==> src/rtl/core/aflt_pkg.sv <==
// shared types and constants of the advisory file lock table
package aflt_pkg;

  localparam int unsigned DefTableDepth = 32;
  localparam logic [30:0] EndOfFile = 31'h7FFF_FFFF;

  localparam logic [2:0] ReqWholeLock   = 3'd0;
  localparam logic [2:0] ReqWholeUnlock = 3'd1;
  localparam logic [2:0] ReqQuery       = 3'd2;
  localparam logic [2:0] ReqRangeSet    = 3'd3;
  localparam logic [2:0] ReqRelease     = 3'd4;

  localparam logic [1:0] KindRead  = 2'd0;
  localparam logic [1:0] KindWrite = 2'd1;
  localparam logic [1:0] KindNone  = 2'd2;

  localparam logic [1:0] StatusOk       = 2'd0;
  localparam logic [1:0] StatusConflict = 2'd1;
  localparam logic [1:0] StatusFull     = 2'd2;

  typedef enum logic [2:0] {
    StIdle,
    StScan,
    StUpdate,
    StLen,
    StDone
  } ctrl_state_e;

  // controller to datapath
  typedef struct packed {
    logic load;
    logic scan_clr;
    logic scan_step;
    logic apply;
    logic calc_len;
    logic emit;
  } dp_cmd_t;

  // datapath to controller
  typedef struct packed {
    logic scan_last;
    logic need_len;
  } dp_stat_t;

endpackage

==> src/rtl/core/aflt_datapath.sv <==
// entry store, request registers, scan matches and result registers
module aflt_datapath import aflt_pkg::*; #(
  parameter int unsigned TableDepth = DefTableDepth
) (
  input  logic        clk_i,
  input  logic        rst_ni,
  input  dp_cmd_t     cmd_i,
  output dp_stat_t    stat_o,
  input  logic [2:0]  req_type_i,
  input  logic [15:0] file_id_i,
  input  logic [15:0] owner_pid_i,
  input  logic [1:0]  lock_kind_i,
  input  logic [30:0] range_start_i,
  input  logic [30:0] range_len_i,
  output logic [1:0]  status_o,
  output logic [1:0]  conflict_kind_o,
  output logic [30:0] conflict_start_o,
  output logic [30:0] conflict_len_o,
  output logic [15:0] conflict_pid_o
);

  localparam int unsigned IdxW = (TableDepth > 1) ? $clog2(TableDepth) : 1;
  localparam logic [IdxW-1:0] LastIdx = IdxW'(TableDepth - 1);

  logic [TableDepth-1:0] valid_q;
  logic [15:0] file_q  [TableDepth];
  logic [15:0] owner_q [TableDepth];
  logic        wr_q    [TableDepth];
  logic [30:0] first_q [TableDepth];
  logic [30:0] last_q  [TableDepth];
  logic        whole_q [TableDepth];

  logic [2:0]  req_q;
  logic [15:0] rfile_q, rowner_q;
  logic [1:0]  rkind_q;
  logic [30:0] rstart_q, rlast_q;
  logic [31:0] sum_w;

  logic [IdxW-1:0] idx_q;
  logic conf_hit_q, match_hit_q, free_hit_q;
  logic [IdxW-1:0] conf_idx_q, match_idx_q, free_idx_q;
  logic [TableDepth-1:0] clr_q;

  logic [1:0]  status_q, ckind_q;
  logic [30:0] cstart_q, clen_q, clast_q;
  logic [15:0] cpid_q;
  logic        strobe_q;

  logic [30:0] q_first, q_last, e_first, e_last;
  logic        e_valid, e_same, e_other, e_conf, e_read, overlap;
  logic        whole_req, set_unlock;

  assign sum_w = {1'b0, range_start_i} + {1'b0, range_len_i} - 32'd1;

  always_comb begin
    whole_req = (req_q == ReqWholeLock);
    set_unlock = (req_q == ReqRangeSet) && rkind_q[1];
    e_read = whole_req ? (rkind_q != KindWrite) : (rkind_q == KindRead);
    q_first = whole_req ? 31'd0 : rstart_q;
    q_last = whole_req ? EndOfFile : rlast_q;
    e_valid = valid_q[idx_q] && (file_q[idx_q] == rfile_q);
    e_same = e_valid && (owner_q[idx_q] == rowner_q);
    e_other = e_valid && (owner_q[idx_q] != rowner_q);
    e_first = first_q[idx_q];
    e_last = last_q[idx_q];
    overlap = !(q_first > e_last || q_last < e_first);
    e_conf = e_other && !(!wr_q[idx_q] && e_read) && (whole_q[idx_q] || overlap);
  end

  assign stat_o.scan_last = (idx_q == LastIdx);
  assign stat_o.need_len = (req_q == ReqQuery) && conf_hit_q;

  always_ff @(posedge clk_i or negedge rst_ni) begin
    if (!rst_ni) begin
      valid_q <= '0;
      strobe_q <= 1'b0;
      req_q <= '0;
      idx_q <= '0;
      conf_hit_q <= 1'b0;
      match_hit_q <= 1'b0;
      free_hit_q <= 1'b0;
      clr_q <= '0;
    end else begin
      strobe_q <= cmd_i.emit;
      if (cmd_i.load) begin
        req_q <= req_type_i;
        rfile_q <= file_id_i;
        rowner_q <= owner_pid_i;
        rkind_q <= lock_kind_i;
        rstart_q <= range_start_i;
        if (range_len_i == '0 || sum_w > {1'b0, EndOfFile}) rlast_q <= EndOfFile;
        else rlast_q <= sum_w[30:0];
      end
      if (cmd_i.scan_clr) begin
        idx_q <= '0;
        conf_hit_q <= 1'b0;
        match_hit_q <= 1'b0;
        free_hit_q <= 1'b0;
        clr_q <= '0;
      end else if (cmd_i.scan_step) begin
        if (!stat_o.scan_last) idx_q <= idx_q + 1'b1;
        if (e_conf && !conf_hit_q) begin
          conf_hit_q <= 1'b1;
          conf_idx_q <= idx_q;
        end
        if (!valid_q[idx_q] && !free_hit_q) begin
          free_hit_q <= 1'b1;
          free_idx_q <= idx_q;
        end
        if (!match_hit_q && e_same && whole_q[idx_q] == (req_q != ReqRangeSet) &&
            (req_q != ReqRangeSet || (e_first == rstart_q && e_last == rlast_q))) begin
          match_hit_q <= 1'b1;
          match_idx_q <= idx_q;
        end
        if ((req_q == ReqRelease && e_same) ||
            (set_unlock && e_same && !whole_q[idx_q] &&
             e_first <= rlast_q && e_last >= rstart_q))
          clr_q[idx_q] <= 1'b1;
      end
      if (cmd_i.apply) begin
        case (req_q)
          ReqWholeLock, ReqRangeSet: begin
            if (set_unlock) valid_q <= valid_q & ~clr_q;
            else if (!conf_hit_q) begin
              if (match_hit_q) wr_q[match_idx_q] <= (rkind_q == KindWrite);
              else if (free_hit_q) begin
                valid_q[free_idx_q] <= 1'b1;
                file_q[free_idx_q] <= rfile_q;
                owner_q[free_idx_q] <= rowner_q;
                wr_q[free_idx_q] <= (rkind_q == KindWrite);
                first_q[free_idx_q] <= q_first;
                last_q[free_idx_q] <= q_last;
                whole_q[free_idx_q] <= whole_req;
              end
            end
          end
          ReqWholeUnlock: if (match_hit_q) valid_q[match_idx_q] <= 1'b0;
          ReqRelease: valid_q <= valid_q & ~clr_q;
          default: ;
        endcase
        status_q <= StatusOk;
        ckind_q <= KindNone;
        cstart_q <= '0;
        clen_q <= '0;
        cpid_q <= '0;
        if ((req_q == ReqWholeLock || (req_q == ReqRangeSet && !set_unlock))) begin
          if (conf_hit_q) status_q <= StatusConflict;
          else if (!match_hit_q && !free_hit_q) status_q <= StatusFull;
        end
        if (req_q == ReqQuery && conf_hit_q) begin
          ckind_q <= wr_q[conf_idx_q] ? KindWrite : KindRead;
          cstart_q <= first_q[conf_idx_q];
          clast_q <= last_q[conf_idx_q];
          cpid_q <= owner_q[conf_idx_q];
        end
      end
      if (cmd_i.calc_len)
        clen_q <= (clast_q == EndOfFile) ? 31'd0 : (clast_q - cstart_q + 31'd1);
    end
  end

  assign status_o = strobe_q ? status_q : StatusOk;
  assign conflict_kind_o = ckind_q;
  assign conflict_start_o = cstart_q;
  assign conflict_len_o = clen_q;
  assign conflict_pid_o = cpid_q;

  // a match found for update must be of this owner
  a_match_owner: assert property (@(posedge clk_i) disable iff (!rst_ni)
    cmd_i.apply && match_hit_q && valid_q[match_idx_q] |->
      owner_q[match_idx_q] == rowner_q) else $error("match owner mismatch");
  // a conflict entry never belongs to the requester
  a_conf_owner: assert property (@(posedge clk_i) disable iff (!rst_ni)
    cmd_i.apply && conf_hit_q |-> owner_q[conf_idx_q] != rowner_q)
    else $error("conflict with own entry");
  // scan wraps only through clear
  a_scan_idx: assert property (@(posedge clk_i) disable iff (!rst_ni)
    cmd_i.scan_step && !stat_o.scan_last |=> idx_q == $past(idx_q) + 1'b1)
    else $error("scan index slip");

endmodule

==> src/rtl/core/aflt_ctrl.sv <==
// controller state machine of the advisory file lock table
module aflt_ctrl import aflt_pkg::*; (
  input  logic     clk_i,
  input  logic     rst_ni,
  input  logic     start_i,
  output logic     busy_o,
  output logic     done_o,
  output dp_cmd_t  cmd_o,
  input  dp_stat_t stat_i
);

  ctrl_state_e state_q, state_d;

  always_ff @(posedge clk_i or negedge rst_ni) begin
    if (!rst_ni) state_q <= StIdle;
    else state_q <= state_d;
  end

  always_comb begin
    state_d = state_q;
    cmd_o = '0;
    busy_o = (state_q != StIdle);
    done_o = 1'b0;
    case (state_q)
      StIdle: if (start_i) begin
        cmd_o.load = 1'b1;
        cmd_o.scan_clr = 1'b1;
        state_d = StScan;
      end
      StScan: begin
        cmd_o.scan_step = 1'b1;
        if (stat_i.scan_last) state_d = StUpdate;
      end
      StUpdate: begin
        cmd_o.apply = 1'b1;
        state_d = stat_i.need_len ? StLen : StDone;
        if (!stat_i.need_len) cmd_o.emit = 1'b1;
      end
      StLen: begin
        cmd_o.calc_len = 1'b1;
        cmd_o.emit = 1'b1;
        state_d = StDone;
      end
      StDone: begin
        done_o = 1'b1;
        state_d = StIdle;
      end
      default: state_d = StIdle;
    endcase
  end

  a_emit_once: assert property (@(posedge clk_i) disable iff (!rst_ni)
    cmd_o.emit |=> !cmd_o.emit) else $error("double result");
  a_no_start: assert property (@(posedge clk_i) disable iff (!rst_ni)
    busy_o |-> !cmd_o.load) else $error("load while busy");
  a_done_after: assert property (@(posedge clk_i) disable iff (!rst_ni)
    done_o |-> $past(cmd_o.emit)) else $error("done without result");

endmodule

==> src/rtl/core/advisory_file_lock_table.sv <==
// top level of the advisory file lock table
// channel  | ports                              | handshake
// request  | req_type_i .. range_len_i          | start_i high while busy_o low
// result   | status_o .. conflict_pid_o         | done_o high for one cycle
// the result word comes with done_o after a sequential scan over the table, one entry
// per cycle, then update, a length step only for a query that finds a conflict, and
// result; busy_o falls in the cycle after done_o
// reset clears every valid bit at once; no clearing pass
// results cannot be stalled
module advisory_file_lock_table import aflt_pkg::*; #(
  parameter int unsigned TableDepth = DefTableDepth
) (
  input  logic        clk_i,
  input  logic        rst_ni,
  input  logic        start_i,
  output logic        busy_o,
  output logic        done_o,
  input  logic [2:0]  req_type_i,
  input  logic [15:0] file_id_i,
  input  logic [15:0] owner_pid_i,
  input  logic [1:0]  lock_kind_i,
  input  logic [30:0] range_start_i,
  input  logic [30:0] range_len_i,
  output logic [1:0]  status_o,
  output logic [1:0]  conflict_kind_o,
  output logic [30:0] conflict_start_o,
  output logic [30:0] conflict_len_o,
  output logic [15:0] conflict_pid_o
);

  dp_cmd_t  cmd;
  dp_stat_t stat;

  aflt_ctrl u_ctrl (
    .clk_i, .rst_ni, .start_i, .busy_o, .done_o,
    .cmd_o(cmd), .stat_i(stat)
  );

  aflt_datapath #(.TableDepth(TableDepth)) u_dp (
    .clk_i, .rst_ni, .cmd_i(cmd), .stat_o(stat),
    .req_type_i, .file_id_i, .owner_pid_i, .lock_kind_i, .range_start_i,
    .range_len_i, .status_o, .conflict_kind_o, .conflict_start_o,
    .conflict_len_o, .conflict_pid_o
  );

endmodule
==> config.mk <==
export PLATFORM = sky130hd
export DESIGN_NAME = advisory_file_lock_table
export DESIGN_NICKNAME = d
export VERILOG_FILES = /design/src/rtl/core/aflt_pkg.sv /design/src/rtl/core/aflt_datapath.sv /design/src/rtl/core/aflt_ctrl.sv /design/src/rtl/core/advisory_file_lock_table.sv
export SDC_FILE = /design/constraint.sdc
export NUM_CORES = 2
export LEC_CHECK = 0
export BUFFER_PORTS_ARGS = -buffer_cell sky130_fd_sc_hd__buf_2
export CORE_UTILIZATION = 55
export DETAILED_ROUTE_END_ITERATION = 8
export PLACE_DENSITY = 0.74
export SYNTH_ARGS = -nofsm -noshare
export SYNTH_HDL_FRONTEND = slang
export SYNTH_SLANG_ARGS = --single-unit
==> constraint.sdc <==
create_clock -name clk_i -period 8.69 [get_ports clk_i]
set_input_delay 0.869 -clock clk_i [delete_from_list [all_inputs] [get_ports clk_i]]
set_output_delay 0.869 -clock clk_i [all_outputs]
set_load 0.02 [all_outputs]
-- Word level (Yosys, flattened, before mapping)
Memory sizes are Yosys's and may differ from the RTL's. A register that Yosys moved wholly into a read port is not among the register bits.
Cells that the tools add are included.
- register bits: 225
- bits in writable memories: 3072
- input bits: 102
- output and inout port bits: 84
- memories kept: 6
- memory list (memory ; words ; width ; rd ports ; clocked after Yosys merged registers in ; write ports ; line ; RTL):
    u_dp.first_q ; 32 ; 31 ; 2 ; 1 ; 1 ; aflt_datapath.sv:29 ; logic [30:0] first_q [TableDepth];
    u_dp.last_q ; 32 ; 31 ; 2 ; 1 ; 1 ; aflt_datapath.sv:30 ; logic [30:0] last_q [TableDepth];
    u_dp.file_q ; 32 ; 16 ; 1 ; 0 ; 1 ; aflt_datapath.sv:26 ; logic [15:0] file_q [TableDepth];
    u_dp.owner_q ; 32 ; 16 ; 2 ; 1 ; 1 ; aflt_datapath.sv:27 ; logic [15:0] owner_q [TableDepth];
    u_dp.whole_q ; 32 ; 1 ; 1 ; 0 ; 1 ; aflt_datapath.sv:31 ; logic whole_q [TableDepth];
    u_dp.wr_q ; 32 ; 1 ; 2 ; 1 ; 1 ; aflt_datapath.sv:28 ; logic wr_q [TableDepth];
- $add $sub $neg: 5
- magnitude comparators: 11
- equality and inequality tests: 26
- multiplexer cells: 68
- bitwise gates (word level): 8
- reductions and logical operators: 72
- operators with widths (operator ; number):
    $mux 32 ; 8
    $mux 31 ; 5
    $pmux 32 s3 ; 1
    $and 32x32->32 ; 2
    $not 32->32 ; 2
    $or 32x32->32 ; 2
    $eq 31x31->1 ; 2
    $mux 1 ; 36
    $add 31x31->32 ; 1
    $eq 16x16->1 ; 2
    $gt 32x31->1 const B ; 1
    $sub 32x1->32 const B ; 1
    $add 31x1->31 const B ; 1
    $eq 31x31->1 const B ; 1
    $ge 31x31->1 ; 1
    $gt 31x31->1 ; 1
    $le 31x31->1 ; 1
    $logic_not 31->1 ; 1
    $lt 31x31->1 ; 1
    $sub 31x31->31 ; 1
    $logic_and 1x1->1 ; 26
    $mux 5 ; 5
    $lt 5x6->1 const B ; 3
    $reduce_and 2->1 ; 9
    other kinds (32) ; 76

-- Logic depth before layout (Yosys ltp)
- depth after elaboration: 12
- depth in mapped cells: 24
- mapped depth without buffers: 16

-- Modules after synthesis
Synthesis repeated with hierarchy kept, for this count alone.
- cells, all modules: 9094
- area, all modules: 156209.8 sq um
- modules (own cells, without submodules) (module ; times used ; cells an instance ; area each (sq um) ; sequential area each (sq um)):
    aflt_datapath ; 1 ; 9071 ; 155995.9 ; 100976.8
    aflt_ctrl ; 1 ; 23 ; 214.0 ; 75.1

-- Worst setup path before layout
OpenSTA, ideal clock, no wires.
- path kind: input to register
- start point: input port rst_ni
- end point: memory u_dp.file_q[2][0], enable pin
- arrival time: 8.133 ns
- slack: 0.007 ns
- stages: 6
- buffers on the path: 0
- cell sequence: nand2_1 -> nor2_1 -> nand2_1 -> nor2_1 -> nand3b_1 -> nor2_1
- longest elaborated chain between the ends: 2
- ends and longest elaborated chain (element ; line ; RTL):
    start: declaration ; advisory_file_lock_table.sv:14 ; input logic rst_ni,
    $logic_and 1x1->1 (not written as such) ; aflt_datapath.sv:128 ; file_q[free_idx_q] <= rfile_q;
    $mux 1 (not written as such) ; aflt_datapath.sv:128 ;
    end: declaration ; aflt_datapath.sv:26 ;
Every way passes these cells.

-- Worst setup path in the final report
- start point: register u_dp.idx_q[3]
- end point: register u_dp.conf_idx_q[1], enable pin
- longest elaborated chain between the ends: 8
- ends and longest elaborated chain (element ; line ; RTL):
    start: declaration ; aflt_datapath.sv:39 ; logic [IdxW-1:0] idx_q;
    start signal: assignment ; aflt_datapath.sv:101 ; if (!stat_o.scan_last) idx_q <= idx_q + 1'b1;
    $mem_v2 32x31, or another cell as far along ; -- ;
    $gt 31x31->1, or another cell as far along ; aflt_datapath.sv:66 ; overlap = !(q_first > e_last || q_last < e_first);
    $logic_or 1x1->1, or another cell as far along ; aflt_datapath.sv:66 ;
    $logic_not 1->1, or another cell as far along ; aflt_datapath.sv:66 ;
    $logic_or 1x1->1 / $logic_and 1x1->1 (equally long branches) ; aflt_datapath.sv:67 ; e_conf = e_other && !(!wr_q[idx_q] && e_read) && (whole_q[idx_q] || overlap);
    $logic_and 1x1->1 (*) ; aflt_datapath.sv:67 ;
    $logic_and 1x1->1 (*) ; aflt_datapath.sv:102 ; if (e_conf && !conf_hit_q) begin
    $reduce_and 4->1 (no line) (*) ; -- ;
    end signal: assignment ; aflt_datapath.sv:104 ; conf_idx_q <= idx_q;
    end: declaration ; aflt_datapath.sv:41 ; logic [IdxW-1:0] conf_idx_q, match_idx_q, free_idx_q;
Every way passes the cells marked *; elsewhere a longest branch is shown, timed or not. The select of a mux whose other input is x is not followed.
A chain may end at the register's enable or synchronous reset.

==> flow_summary.ini <==
[layout]
multi_input_area_mm2 = 0.05187
register_area_mm2 = 0.1011
fillers = 19921
drive_gt1_frac = 0.2136
fin_nets = 9673
area_delta_synth_final_pct = 10.62

[die]
dieArea_mm2 = 0.2876
ioPinCount = 186
dieWidth_um = 536.3
fp.dieH_um = 536.3
initial_utilization = 0.5547
core-area_mm2 = 0.2830
rows = 195

[place]
io_buffer_count = 185
place_congestion = 0.9883
dp_hpwl_um = 299200
pre_cts_slack_ns = 2.037

[route]
wirelength_um = 516600
vias = 97549
vias_per_cell = 7.306
dr.pass1.iters = 8
drtIter0Drc = 17441
route.detailed.drc = 0
ant_nets = 0
wire_per_inst_um = 38.69

[timing]
fmax_mhz = 145.2
finalCriticalPeriod_ns = 6.888
fin_ws_ns = 1.802
maxSlewHeadroom = -0.01018
rsz0062_at_grt = false
setup_viol = 0
worst_pin_slew_ns = 1.473
fin_worst_skew_ns = 0.05928
maxSlewViolCount = 1
hold_viol = 0
tns_ns = 0
period_share = 0.7926

[yosys]
async_reset_ff_frac = 0.02337
synth_ff_type = edfxtp_1
syn_inst = 9100
yosysSeqAreaShare = 0.6436
synth_top_area_cell = edfxtp_1
post_synth_num_cell_types = 80
ys_warn_count = 0
avgSynthCellArea_um2 = 17.25
ys_ff_latch = 3380
synth_area_leaders = edfxtp_1, mux4_2, mux2i_1
netlist_area_mm2 = 0.1570
synth_top_cell_area_share = 0.6304
synth_nets = 9452
synth_edf_count = 3296

[power]
ir_worst_vdd_uv = 264.5
p_per_area_mw_per_mm2 = 276.3
power_leakage_uw = 0.05963

[global_routing]
grt_max_degree = 128
grt_pass1_wl_um = 717100
grt_pass1_vias = 95318
track_usage = 0.3565
grt_remaining_overflow = 0
antenna_found_initial = 36

[flow_run]
maxCapViolations = 2

[status]
status = finished, violations left
violations = max-capacitance violations, max-slew violations

[setup_path]
crit_path_start_kind = register
crit_arrival_ns = 7.45
critical_path.cell_chain = buf_4 > or4b_4 > buf_12 > o22ai_1 > a2111oi_0 > nand2_1 > inv_1 > ha_1 > nand4_1 > or2_2 > nor3_1 > a21o_1 > a31oi_1 > or4_1 > nor2_1
r2r_cells = 15
crit_required_ns = 9.25
r2r_slack_ns = 1.80
r2r-end = u_dp.conf_idx_q[1]
crit_slowest_cell = a2111oi_0
r2r_start = u_dp.idx_q[3]
path_class = reg -> reg
crit_path_end_kind = register
cpPeakStageDelay_ns = 1.07
critPathMaxFanout = 38

[clock_tree]
cts_hold_buffers = 0
worst_skew_pair.late_latency_ns = 0.94
postCtsSetupBuffers = 0
path_clk_slew_ns = 0.06
cts_tree = done
ctsResizeCount = 0
clockRootBuffer = clkbuf_16
clock_sinks = 3380
clockBufferDepth = 4
cts_buffers = 343
htreeDepth = 5

[min_path]
hold_class = in -> async
critical path: cells and delay by family (launching register included):
family / cells / cell delay [ns]
AND/OR/NAND/NOR: 7 / 2.78
AO/OA/AOI/OAI: 4 / 1.57
buffers and inverters: 3 / 1.03
flip-flops: 1 / 0.97
adder cells (fa/ha/maj): 1 / 0.17
routing by layer:
metal  vias to the layer above  global-route usage  share of wire
met5                         -                   0        0.00045
met3                      1633              0.1239           0.16
li1                      37944                   -              -
met4                        34              0.1637          0.055
met2                      8315              0.5249           0.43
met1                     49623              0.4788           0.35
area by class of cell:
type	count	share of cell area
Clock buffer	410	0.05183
Sequential cell	3380	0.5819
Antenna cell	17	0.0002449
Multi-Input combinational cell	4840	0.2986
Tap cell	3743	0.02697
Timing Repair Buffer	446	0.02119
Inverter	310	0.006700
Clock inverter	206	0.01254
power breakdown:
part | switching, uW | leakage (uW) | internal (uW)
combinational | 9100 | 0.0234 | 4800
sequential | 275 | 0.0308 | 18900
clock | 6340 | 0.00545 | 8600
total | 15700 | 0.0596 | 32300
placed cells by master, fill, tap and decap left out, types with 38 or more instances in the layout:
cell,synthesis,routed
mux2_2,40,40
inv_1,309,309
clkinv_2,0,60
nor2_1,242,183
a21o_1,70,70
clkbuf_16,0,349
buf_4,83,198
nor4_1,167,167
o22ai_1,648,648
nand2_1,219,219
nand4_1,52,52
buf_2,79,184
clkinv_1,0,62
or2_2,39,39
and3_1,46,44
mux4_2,913,913
xnor2_1,59,59
a21oi_1,149,149
nand3_1,45,44
o21ai_0,80,80
buf_12,0,63
bufinv_16,0,40
a211oi_1,48,48
edfxtp_1,3296,3296
nor3_1,41,38
dfrtp_1,79,77
mux2i_1,1350,1346
clkbuf_1,217,57
ha_1,248,248
xor2_1,39,39
flip-flops by register name, summed over array words and instances (netlist names), 16 cells and up, named ones only:
name                   count
u_dp.owner_q             512
u_dp.whole_q              32
u_dp.last_q              992
u_dp.valid_q              32
u_dp.rowner_q             16
u_dp.rstart_q             31
u_dp.clast_q              31
u_dp.clr_q                32
u_dp.conflict_start_o     31
u_dp.rfile_q              16
u_dp.file_q              512
u_dp.rlast_q              31
u_dp.conflict_pid_o       16
u_dp.conflict_len_o       31
u_dp.first_q             992
u_dp.wr_q                 32
cell usage after synthesis, types with 7 or more instances:
library cell and instances:
ha_1 248, a221oi_1 7, a22oi_1 24, o22ai_1 648, xnor2_1 59, mux4_2 913, a31oi_1 32, o31ai_1 7
or3_1 11, a22o_1 16, nor3_1 41, o21a_1 15, nand2b_1 18, inv_1 309, nor4_2 7, and2_1 14
dfrtp_1 79, buf_1 72, or2_2 39, nor2b_1 20, and3_1 46, and4_1 28, a21o_1 70, mux2i_1 1350
o21ai_0 80, buf_4 83, nand4_1 52, nor4_1 167, nor2_1 242, o21ai_1 33, a2111oi_0 14, xor2_1 39
nand3_1 45, a21oi_1 149, o21bai_1 7, a211oi_1 48, edfxtp_1 3296, nor3b_1 11, buf_6 117, nand2_1 219
mux2_2 40, buf_2 79, clkbuf_1 217
stage by stage:
step                instance area, um^2  power, uW  hold slack, ns    util  std cells
finish                           173700      47990         0.04078  0.6136      13352
global route                     173600      49130         0.07593  0.6135      13337
CTS                              173600      47540         0.02300  0.6134      13334
detailed placement               162400      32870          0.4751  0.5739      12718
global placement                 162400      32740          0.4711  0.5739      12718
floorplan                        157000      28610          0.4554       -       9100
worst max-delay path by stage:
| stage | from | endpoint | depth (start not counted) |
|---|---|---|---|
| final | u_dp.idx_q[3] | u_dp.conf_idx_q[1] | 15 |
| after global routing | u_dp.idx_q[3] | u_dp.conf_idx_q[0] | 15 |
| after CTS | u_dp.idx_q[3] | register | 18 |
| after detailed placement | u_dp.idx_q[3] | register | 18 |
| after global placement | u_dp.idx_q[3] | register | 18 |
| after floorplan | rst_ni | u_dp.file_q[2][0] | 6 |
cell families after synthesis:
logic type,count (synthesis),share of synthesized area
DFF,3380,0.6436
AOI/OAI and AO/OA,1185,0.04775
buffers and inverters,880,0.02933
and+or+nand+nor,999,0.03341
xor gates and xnor gates,98,0.005467
adders and majority gates,250,0.02002
muxes,2308,0.2204
(Power assumes the default switching activity.)
